`src/hw/rtl/psmc_pkg.sv`:
```
// Shared types and fixed widths of the permutation swap-map crossover block.
// No dependencies.
package psmc_pkg;

   localparam int ELEM_W         = 6;
   localparam int MAP_DEPTH      = 64;
   localparam int GENE_LEN_W     = 7;
   localparam int SECT_LEN_W     = 7;
   localparam int GENE_LEN_RESET = 64;

   typedef logic [ELEM_W-1:0]     elem_type;
   typedef logic [GENE_LEN_W-1:0] gene_len_type;

endpackage

```
`src/hw/rtl/permutation_swap_map_crossover.sv`:
```
// Partially mapped crossover of two permutation genes, iterative datapath.
// Depends on psmc_pkg for element types and fixed field widths.
module permutation_swap_map_crossover
   import psmc_pkg::*;
#(
   parameter int MAX_GENE_LEN = 64
) (
   input  logic                  clock,
   input  logic                  reset,
   input  logic                  start,
   output logic                  busy,
   input  elem_type              req_gene_a,
   input  elem_type              req_gene_b,
   input  elem_type              req_section_start,
   input  logic [SECT_LEN_W-1:0] req_section_length,
   input  logic                  req_last,
   output logic                  rsp_strobe,
   output elem_type              rsp_child_a,
   output elem_type              rsp_child_b,
   output logic                  rsp_last_out,
   input  logic                  csr_write_en,
   input  gene_len_type          csr_wdata
);

   // Usage notes. Each item carries one position of parent A and parent B and is
   // taken into the next load position, starting from zero. Items without the
   // last flag cause no results and leave busy low. The item marked last also
   // brings the crossover section; the block then raises busy and works alone on
   // the pair. With L the gene length (the register clamped to the range two to
   // MAX_GENE_LEN), the run first reduces the section start modulo L on a
   // subtract-and-compare loop, then reads and checks each section position in
   // turn; a position that swaps also passes through a further write state, since
   // the swap map has a single write port and a swap writes two entries. Then
   // each result item passes through a parent store read, a swap map read and a
   // step that registers the result. Results are made one at a time, each on the
   // rsp_ ports while rsp_strobe is high for one cycle. The receiver cannot stall
   // the block, so it must take each result in the cycle it appears. Busy falls
   // in the cycle that shows the final result (rsp_last_out high), and a new item
   // may be taken in that same cycle. The gene length register may be written
   // only while busy is low. The swap map starts as the identity on each run
   // through a per-entry mapped bit that is cleared at once when the last item is
   // taken; an unmapped entry reads as its own index. Parent store entries that
   // were never loaded hold unknown data.

   localparam int POS_W = (MAX_GENE_LEN > 1) ? $clog2(MAX_GENE_LEN) : 1;
   localparam int CNT_W = $clog2(MAX_GENE_LEN + 1);

   typedef logic [CNT_W-1:0] cnt_type;
   typedef logic [POS_W-1:0] addr_type;

   typedef enum logic [2:0] {
      ST_IDLE,
      ST_MOD,
      ST_SEC_RD,
      ST_SEC_CHK,
      ST_SEC_WR,
      ST_OUT_RD,
      ST_OUT_MAP,
      ST_OUT_EMIT
   } state_type;

   state_type              state_ff;
   gene_len_type           gene_length_ff;
   cnt_type                load_pos_ff;
   cnt_type                len_ff;
   cnt_type                count_ff;
   cnt_type                pos_ff;
   elem_type               rem_ff;
   logic [MAP_DEPTH-1:0]   mapped_ff;
   logic                   mapped_a_ff;
   logic                   mapped_b_ff;
   logic                   rsp_strobe_ff;
   elem_type               rsp_child_a_ff;
   elem_type               rsp_child_b_ff;
   logic                   rsp_last_out_ff;

   // Parent stores and swap map.
   elem_type               parent_a_mem [MAX_GENE_LEN];
   elem_type               parent_b_mem [MAX_GENE_LEN];
   elem_type               map_mem      [MAP_DEPTH];
   elem_type               a_rd_ff;
   elem_type               b_rd_ff;
   elem_type               map_a_ff;
   elem_type               map_b_ff;

   logic                   accept;
   logic                   load_room;
   cnt_type                eff_len;
   cnt_type                sect_count;
   logic                   pos_at_end;
   cnt_type                pos_next;
   logic                   do_swap;
   logic                   map_we;
   elem_type               map_waddr;
   elem_type               map_wdata;

   assign accept    = start && (state_ff == ST_IDLE);
   assign busy      = (state_ff != ST_IDLE);
   assign load_room = (32'(load_pos_ff) < MAX_GENE_LEN);

   // Effective gene length, clamped into the supported range.
   always_comb begin
      if (gene_length_ff < GENE_LEN_W'(2)) begin
         eff_len = CNT_W'(2);
      end else if (32'(gene_length_ff) > MAX_GENE_LEN) begin
         eff_len = CNT_W'(MAX_GENE_LEN);
      end else begin
         eff_len = CNT_W'(gene_length_ff);
      end
   end

   // Section length saturates at the gene length.
   always_comb begin
      if (32'(req_section_length) > 32'(eff_len)) begin
         sect_count = eff_len;
      end else begin
         sect_count = CNT_W'(req_section_length);
      end
   end

   assign pos_at_end = (pos_ff == (len_ff - CNT_W'(1)));
   assign pos_next   = pos_at_end ? '0 : (pos_ff + CNT_W'(1));

   // A swap needs both elements still unmapped; equal elements leave the map as it is.
   assign do_swap = !mapped_ff[a_rd_ff] && !mapped_ff[b_rd_ff] && (a_rd_ff != b_rd_ff);

   always_comb begin
      map_we    = 1'b0;
      map_waddr = a_rd_ff;
      map_wdata = b_rd_ff;
      case (state_ff)
         ST_SEC_CHK: begin
            map_we = do_swap;
         end
         ST_SEC_WR: begin
            map_we    = 1'b1;
            map_waddr = b_rd_ff;
            map_wdata = a_rd_ff;
         end
         default: begin
            map_we = 1'b0;
         end
      endcase
   end

   always_ff @(posedge clock) begin
      if (accept && load_room) begin
         parent_a_mem[addr_type'(load_pos_ff)] <= req_gene_a;
         parent_b_mem[addr_type'(load_pos_ff)] <= req_gene_b;
      end
      a_rd_ff <= parent_a_mem[addr_type'(pos_ff)];
      b_rd_ff <= parent_b_mem[addr_type'(pos_ff)];
   end

   always_ff @(posedge clock) begin
      if (map_we) begin
         map_mem[map_waddr] <= map_wdata;
      end
      map_a_ff <= map_mem[a_rd_ff];
      map_b_ff <= map_mem[b_rd_ff];
   end

   always_ff @(posedge clock) begin
      if (reset) begin
         state_ff        <= ST_IDLE;
         gene_length_ff  <= GENE_LEN_W'(GENE_LEN_RESET);
         load_pos_ff     <= '0;
         mapped_ff       <= '0;
         rsp_strobe_ff   <= 1'b0;
         len_ff          <= CNT_W'(2);
         count_ff        <= '0;
         pos_ff          <= '0;
         rem_ff          <= '0;
      end else begin
         rsp_strobe_ff <= 1'b0;
         if (csr_write_en) begin
            gene_length_ff <= csr_wdata;
         end
         case (state_ff)
            ST_IDLE: begin
               if (accept) begin
                  if (req_last) begin
                     load_pos_ff <= '0;
                     len_ff      <= eff_len;
                     count_ff    <= sect_count;
                     rem_ff      <= req_section_start;
                     mapped_ff   <= '0;
                     state_ff    <= ST_MOD;
                  end else if (load_room) begin
                     load_pos_ff <= load_pos_ff + CNT_W'(1);
                  end
               end
            end
            ST_MOD: begin
               // One subtract per cycle until the start lies below the length.
               if (32'(rem_ff) >= 32'(len_ff)) begin
                  rem_ff <= rem_ff - ELEM_W'(len_ff);
               end else if (count_ff == '0) begin
                  pos_ff   <= '0;
                  state_ff <= ST_OUT_RD;
               end else begin
                  pos_ff   <= CNT_W'(rem_ff);
                  state_ff <= ST_SEC_RD;
               end
            end
            ST_SEC_RD: begin
               state_ff <= ST_SEC_CHK;
            end
            ST_SEC_CHK, ST_SEC_WR: begin
               if ((state_ff == ST_SEC_CHK) && do_swap) begin
                  mapped_ff[a_rd_ff] <= 1'b1;
                  state_ff           <= ST_SEC_WR;
               end else begin
                  if (state_ff == ST_SEC_WR) begin
                     mapped_ff[b_rd_ff] <= 1'b1;
                  end
                  count_ff <= count_ff - CNT_W'(1);
                  if (count_ff == CNT_W'(1)) begin
                     pos_ff   <= '0;
                     state_ff <= ST_OUT_RD;
                  end else begin
                     pos_ff   <= pos_next;
                     state_ff <= ST_SEC_RD;
                  end
               end
            end
            ST_OUT_RD: begin
               state_ff <= ST_OUT_MAP;
            end
            ST_OUT_MAP: begin
               state_ff <= ST_OUT_EMIT;
            end
            ST_OUT_EMIT: begin
               rsp_strobe_ff <= 1'b1;
               if (pos_at_end) begin
                  state_ff <= ST_IDLE;
               end else begin
                  pos_ff   <= pos_ff + CNT_W'(1);
                  state_ff <= ST_OUT_RD;
               end
            end
            default: begin
               state_ff <= ST_IDLE;
            end
         endcase
      end
   end

   // Result payload; mapped bits are sampled with the map read.
   always_ff @(posedge clock) begin
      if (state_ff == ST_OUT_MAP) begin
         mapped_a_ff <= mapped_ff[a_rd_ff];
         mapped_b_ff <= mapped_ff[b_rd_ff];
      end
      if (state_ff == ST_OUT_EMIT) begin
         rsp_child_a_ff  <= mapped_a_ff ? map_a_ff : a_rd_ff;
         rsp_child_b_ff  <= mapped_b_ff ? map_b_ff : b_rd_ff;
         rsp_last_out_ff <= pos_at_end;
      end
   end

   assign rsp_strobe   = rsp_strobe_ff;
   assign rsp_child_a  = rsp_child_a_ff;
   assign rsp_child_b  = rsp_child_b_ff;
   assign rsp_last_out = rsp_last_out_ff;

endmodule

```
`config.mk`:
```
export PLATFORM = sky130hd
export DESIGN_NAME = permutation_swap_map_crossover
export DESIGN_NICKNAME = d
export VERILOG_FILES = /design/src/hw/rtl/psmc_pkg.sv /design/src/hw/rtl/permutation_swap_map_crossover.sv
export SDC_FILE = /design/constraint.sdc
export NUM_CORES = 2
export LEC_CHECK = 0
export ABC_AREA = 1
export BUFFER_PORTS_ARGS = -buffer_cell sky130_fd_sc_hd__buf_4
export CELL_PAD_IN_SITES_DETAIL_PLACEMENT = 2
export CELL_PAD_IN_SITES_GLOBAL_PLACEMENT = 2
export CORE_ASPECT_RATIO = 1.5
export CORE_MARGIN = 3
export CORE_UTILIZATION = 43
export CTS_CLUSTER_SIZE = 8
export DETAILED_ROUTE_END_ITERATION = 8
export HOLD_SLACK_MARGIN = 0.15
export PLACE_DENSITY_LB_ADDON = 0.05
export RECOVER_POWER = 25
export SLEW_MARGIN = 20
export SYNTH_ARGS = -nofsm -noshare
export SYNTH_HDL_FRONTEND = slang
export SYNTH_SLANG_ARGS = --single-unit
```
`constraint.sdc`:
```
create_clock -name clock -period 6.3 [get_ports clock]
set_clock_uncertainty 0.1 [all_clocks]
set_input_delay 1.26 -clock clock [delete_from_list [all_inputs] [get_ports clock]]
set_output_delay 1.26 -clock clock [all_outputs]
set_load 0.005 [all_outputs]
```
Word-level counts from Yosys, hierarchy flattened --
Memory sizes are Yosys's and may differ from the RTL's. A register that Yosys moved wholly into a read port is not among the register bits. Index checks and enable logic that the tools add are counted.
Cells by class: add/subtract/negate cells 5, multiply operators 0, div/mod/pow operators 0, order comparisons 9, eq/ne operators 17, shifts and indexed selects 0, muxes and demuxes 51, bitwise gates (word level) 2, reduce and logical (&&, ||, !) cells 24
Operators with widths (count):
- $mux W64 | 4
- $or A64 B64 Y64 | 2
- $pmux W64 S2 | 1
- $mux W7 | 13
- $mux W6 | 8
- $mux W3 | 7
- $pmux W3 S7 | 1
- $pmux W7 S3 | 1
- $reduce_and A4 Y1 | 4
- $add A7 B1 Y7 const B | 2
- $lt A6 B7 Y1 const B | 2
- $pmux W7 S2 | 1
- $sub A7 B1 Y7 const B | 2
- $bmux W1 S6 | 2
- $demux W1 S6 | 2
- $eq A3 B3 Y1 const B | 4
- $ge A6 B1 Y1 const B | 2
- $ne A2 B2 Y1 const B | 6
- $pmux W6 S2 | 1
- $mux W1 | 9
- $reduce_and A3 Y1 | 3
- $eq A7 B1 Y1 const B | 1
- $eq A7 B7 Y1 | 1
- $ge A6 B7 Y1 | 1
- other kinds (17) | 28
Storage, ports and cells: register bits after elaboration 124, latch bits 0, bits in writable memories 1152, memory bits (read-only) 0, logic and storage cells 125, memories kept 3
Memories:
- map_mem | words 64, bits a word 6, read ports 2, clocked after memory_dff 2, write ports 1, line permutation_swap_map_crossover.sv:80 | elem_type map_mem [MAP_DEPTH];
- parent_a_mem | words 64, bits a word 6, read ports 1, clocked after memory_dff 1, write ports 1, line permutation_swap_map_crossover.sv:78 | elem_type parent_a_mem [MAX_GENE_LEN];
- parent_b_mem | words 64, bits a word 6, read ports 1, clocked after memory_dff 1, write ports 1, line permutation_swap_map_crossover.sv:79 | elem_type parent_b_mem [MAX_GENE_LEN];

Longest topological paths before layout --
word-level depth 8, depth in mapped cells 21

Least setup slack after synthesis --
No wires, ideal clock.
kind register to register, start register state_ff[1], end memory map_mem[0][0] (netlist name), data pin, setup time 702 ps, data arrival time 3546 ps, required time 5498 ps, slack 1952 ps, stages on the path, launching flop included 6, buffers on the path 2, period minus slack after synthesis 4348 ps, cells stage by stage dfxtp_1 nor2_1 nand2_1 clkbuf_1 clkbuf_1 o21ai_0
On the way: word-level cells in the longest chain between the ends 2
Ends and longest elaborated chain:
- start, declared | line permutation_swap_map_crossover.sv:62 | state_type state_ff;
- start signal, assigned | line permutation_swap_map_crossover.sv:165 | state_ff <= ST_IDLE;
- start signal, assigned | line permutation_swap_map_crossover.sv:188 | state_ff <= ST_MOD;
- start signal, assigned | line permutation_swap_map_crossover.sv:200 | state_ff <= ST_OUT_RD;
- $eq A3 B3 Y1 | line permutation_swap_map_crossover.sv:131 | case (state_ff)
- $mux W6 | line permutation_swap_map_crossover.sv:131
- via map_wdata[0] | line permutation_swap_map_crossover.sv:95 | elem_type map_wdata;
- end, declared | line permutation_swap_map_crossover.sv:80
The timed path passes the listed nets, and every way through them passes these cells.

Worst setup path after layout --
start register b_rd_ff[2] (read register of parent_b_mem), end memory map_mem[41][4] (netlist name), enable pin
On the way: word-level cells in the longest chain between the ends 8, elaborated cells on any way between the ends 10, those cells by class eq/ne (1); mux (6); reduce/logical (3)
Ends and longest elaborated chain:
- start, declared | line permutation_swap_map_crossover.sv:82 | elem_type b_rd_ff;
- $bmux W1 S6 | line permutation_swap_map_crossover.sv:125 | assign do_swap = !mapped_ff[a_rd_ff] && !mapped_ff[b_rd_ff] && (a_rd_ff != b_rd_ff);
- $mux W1 (implied by the code) | line permutation_swap_map_crossover.sv:125
- $logic_not A1 Y1 | line permutation_swap_map_crossover.sv:125
- $logic_and A1 B1 Y1 (2 in series) | line permutation_swap_map_crossover.sv:125
- $pmux W1 S2 | line permutation_swap_map_crossover.sv:131
- $mux W1 | line permutation_swap_map_crossover.sv:156 | if (map_we) begin
- $mux W1 (implied by the code) | line permutation_swap_map_crossover.sv:157 | map_mem[map_waddr] <= map_wdata;
Several ways; a longest one is shown, not always the timed one. The select of a mux whose other input is x is not followed.

==> results.md <==
Worst setup path:
- Along the worst path, the maximum fanout reaches 15.
- The most numerous cell type found on the critical path is sky130_fd_sc_hd__nand2_1.
- The worst register-to-register path ends at map_mem[41][4].
- The worst setup path is captured at a register.
- Traced cell by cell, the critical path runs through inv_1, nand2_1, nand2_1, nand2_1, nand2_1, nor2_1, nand2_2, inv_2, nand2_4, nand2_2, nand4_1, nor2_1.
- The kind of cell with the highest combined delay along the critical path is simple AND/OR/NAND/NOR gates.
- The cell with the biggest individual delay on the critical path is sky130_fd_sc_hd__nand4_1.
- The critical path is of the reg -> reg type.
- STA puts the critical path data arrival time at 4900 ps.
- The largest single stage delay on the critical path is 870 ps.
- Data on the critical path is required at its endpoint by 6640 ps.
- Measured in cells, the most critical reg-to-reg path has a length of 12.
- Across all register-to-register paths, the minimum setup slack is 1740 ps.
- The number of logic stages on the critical path including buffering is 12.
- The number of buffers and inverters on the critical path is 2.
- The startpoint of the worst register-to-register path is b_rd_ff[2].
- STA classifies the critical path startpoint as a register.

Timing:
- The worst pin sits at a relative slew slack of -1.67.
- Setup violations remaining at the end of the flow were counted as 0.
- For this run, the top clock speed supported by timing is 219 MHz.
- Setup repair after global routing left no endpoint under its margin.
- After routing, the total negative slack on setup checks comes to 0 ps.
- The minimum hold slack is 374 ps.
- The shortest period the worst path allows is 4560 ps.
- The worst-margin pin slew is 4010 ps.
- The number of hold violations in the final report is 0.
- The total count of max-transition violations in the final report is 726.
- In the finished design, the share of the clock period the worst path needs comes to 0.723.

Clocking:
- The clock passes through at most 3 buffers.
- The total clock sinks is 1300.
- TritonCTS built the clock tree.
- The register clock-pin slew on the reported worst setup and hold paths is 50 ps.
- The later pin in the worst-skew pair is clocked with a latency of 820 ps.
- The cell sitting at the root of the clock tree is a sky130_fd_sc_hd__clkbuf_16.
- Once the clock tree was built, the setup fixing pass inserted 0 buffers.
- The post-cts hold buffer count is 0.
- The number of H-tree branching levels is 4.
- The number of clock buffers added by TritonCTS is 180.
- The count of cells resized by post-cts repair is 0.

Run status:
- The final reports fail on max-capacitance violations, max-slew violations.
- The flow ran to the end, but the final reports show violations.

Route:
- The antenna violation net count after detailed routing is 0.
- The first detailed-routing pass ran for 6 iterations.
- Dividing the detail-routed wire length by the instance count gives 32.8 µm.
- The remaining routing DRC violations is 0.
- The sum of routed wire segments on met1 is 83600 µm.
- For this block, the initial DRC count from the detailed router was 3930.
- The amount of wire on met2 after detailed routing is 121000 µm.
- The overall routed net length is 236000 µm.
- Using the TritonRoute via totals, the vias-per-cell ratio works out to 6.20.
- The met3 routed wirelength is 12900 µm.
- The detailed router placed 44.5k vias in this run.
- The top layer reached by signal wires is met4.

Final layout:
- The layout overhead on the synthesized area is 13.3%.
- In the final layout, the share of cells above drive strength 1 is 0.0824.
- The number of filler cells placed in the layout is 13.2k.
- At the end of the flow, the number of nets in the layout was 5421.

Hold path:
- The worst hold path was traced through 2 stages.
- The worst hold path terminates at mapped_ff[53].
- The path class of the lowest-slack min-delay path is reg -> reg.
- The startpoint of the worst hold path is mapped_ff[53].

Logic synthesis:
- The commonest register cell after synthesis is sky130_fd_sc_hd__edfxtp_1.
- In the synthesized netlist, the number of instances is 5319.
- Summing every instance area after synthesis gives 56500 µm².
- Synthesis inferred 1300 register bits.
- The count of yosys warnings during synthesis is 0.
- Synthesis produced a netlist with a net count of 5375.
- The proportion of synthesized flip-flops having asynchronous set or reset is 0.
- Of the synthesized area, sequential elements account for 0.668.
- The number of distinct standard cells referenced by the synthesized netlist is 52.
- After synthesis, the mean cell area works out to 10.6 µm².
- The number of synthesized flops with an enable pin is 1167.

Global route:
- The number of global-route vias before repair came to 48.4k.
- The total congestion overflow after global routing is 0.
- The all-layer global routing usage is 0.345.
- The initial antenna violation count is 4.
- The first global-routing pass estimated 340000 µm of wire.
- Entering global routing, the biggest net connects 159 pins.

Flow run:
- The count of maximum capacitance violations is 12.

Floorplan:
- The cell row count is 162.
- For this design the top-level I/O count stands at 52.
- The placeable core region is 130000 µm².
- The die covers 136000 µm².
- The floorplan step set the die width to 302 µm.
- The height of the die is 450 µm.
- The starting density of the core is 0.434.

Placement:
- The number of buffer cells added on primary ports is 51.
- The placed wire-length estimate is 150000 µm.
- The congestion estimate from routability-driven global placement came to 0.919.

Power:
- The worst-case IR drop observed on VDD is 349 µV.
- The areal power density over the cells is 385 nW/µm².
- Summed over all cells, the static leakage comes to 22.1 nW.
==> Yosys cell counts, drive strengths merged (4+ instances only) <==
master | count | area (µm²)
ha | 18 | 225
buf | 82 | 464
nor2 | 882 | 3330
clkinv | 14 | 52.6
nor3 | 26 | 175
nand4 | 61 | 382
edfxtp | 1167 | 35000
a31oi | 4 | 25.0
o22ai | 303 | 1900
o2111ai | 23 | 201
a22o | 9 | 78.8
o41ai | 14 | 123
or2 | 4 | 25.0
o31ai | 7 | 52.6
dfxtp | 133 | 2660
clkbuf | 235 | 882
inv | 327 | 1230
a221oi | 63 | 552
xor2 | 13 | 114
nand3 | 56 | 280
a211oi | 5 | 37.5
a21oi | 111 | 556
nand2 | 964 | 3630
o21ai | 651 | 3260
o32ai | 12 | 105
o2bb2ai | 5 | 43.8
o221ai | 25 | 219
a22oi | 65 | 488
o211ai | 20 | 150
==> stage by stage <==
step | setup WS, ps | utilization | power (W) | instance area [µm²] | cells
global route | 1500 | 0.492 | 0.0253 | 64000 | 7169
CTS | 1650 | 0.491 | 0.0246 | 63900 | 7168
detailed placement | 1680 | 0.453 | 0.0156 | 58900 | 6904
finish | 1740 | 0.492 | 0.0247 | 64000 | 7174
global placement | 1800 | 0.452 | 0.0155 | 58800 | 6903
floorplan | 1950 | - | 0.0128 | 56500 | 5319
==> area by class of cell <==
cell class / count / area (µm²) / share of cell area
clock inverters: 14 / 216 / 0.00338
diodes: 5 / 12.5 / 0.000196
multi-input cells: 3361 / 16400 / 0.256
flip-flops and latches: 1300 / 37700 / 0.590
repair buffers: 181 / 1390 / 0.0217
inverters: 341 / 1290 / 0.0202
well taps: 1722 / 2150 / 0.0337
clock buffers: 250 / 4810 / 0.0752
==> power breakdown <==
part | total [W] | switching, W | internal, W
sequential | 0.0101 | 0.000304 | 0.00984
clock | 0.00897 | 0.00373 | 0.00524
combinational | 0.00554 | 0.00436 | 0.00118
total | 0.0247 | 0.00840 | 0.0163
==> sequential cells by signal (all words and copies together), names as in the netlist, 7 cells and up <==
register / count
map_mem: 384
count_ff: 7
load_pos_ff: 7
mapped_ff: 64
len_ff: 7
parent_b_mem: 384
pos_ff: 7
gene_length_ff: 7
parent_a_mem: 384
==> worst register-to-register path: stages, from the launching register on <==
cell	delay, ps
sky130_fd_sc_hd__dfxtp_1	820
sky130_fd_sc_hd__inv_1	570
sky130_fd_sc_hd__nand2_1	210
sky130_fd_sc_hd__nand2_1	70
sky130_fd_sc_hd__nand2_1	60
sky130_fd_sc_hd__nand2_1	80
sky130_fd_sc_hd__nor2_1	130
sky130_fd_sc_hd__nand2_2	110
sky130_fd_sc_hd__inv_2	90
sky130_fd_sc_hd__nand2_4	60
sky130_fd_sc_hd__nand2_2	140
sky130_fd_sc_hd__nand4_1	880
sky130_fd_sc_hd__nor2_1	860
==> layer usage <==
layer  vias up  GRT usage
met1     22900      0.383
met3       751     0.0544
met5         -          0
met4         0      0.223
met2      1844      0.611
li1      19000          -
==> cells in the final DEF (no fill, tap or decap), drive strengths merged, types with 25 or more instances in the layout <==
cell type  count
clkbuf       267
nor3          26
a21oi        111
dfxtp        133
o221ai        25
inv          331
nand4         61
a22oi         65
o21ai        651
o22ai        303
nand2        964
edfxtp      1167
buf          164
nor2         882
a221oi        63
nand3         56
==> worst max path at each step <==
stage | end | start
final | map_mem[41][4] | b_rd_ff[2]
after global routing | map_mem[41][4] | a_rd_ff[2]
after CTS | map_mem[41][4] | b_rd_ff[0]
after detailed placement | map_mem[41][4] | b_rd_ff[0]
after global placement | map_mem[16][1] | b_rd_ff[2]
after floorplan | map_mem[0][0] | state_ff[1]
==> cells by family (layout without fill, tap and decap cells) <==
group	after synthesis	after routing	share of synthesized area
AOI/OAI and AO/OA	1326	1326	0.139
and+or+nand+nor	1998	1998	0.139
xor gates and xnor gates	18	18	0.00328
other	0	5	0
buffers and inverters	658	786	0.0465
adders and majority gates	19	19	0.00434
DFF	1300	1300	0.668
Note: power is estimated with default switching activity, not from simulation.
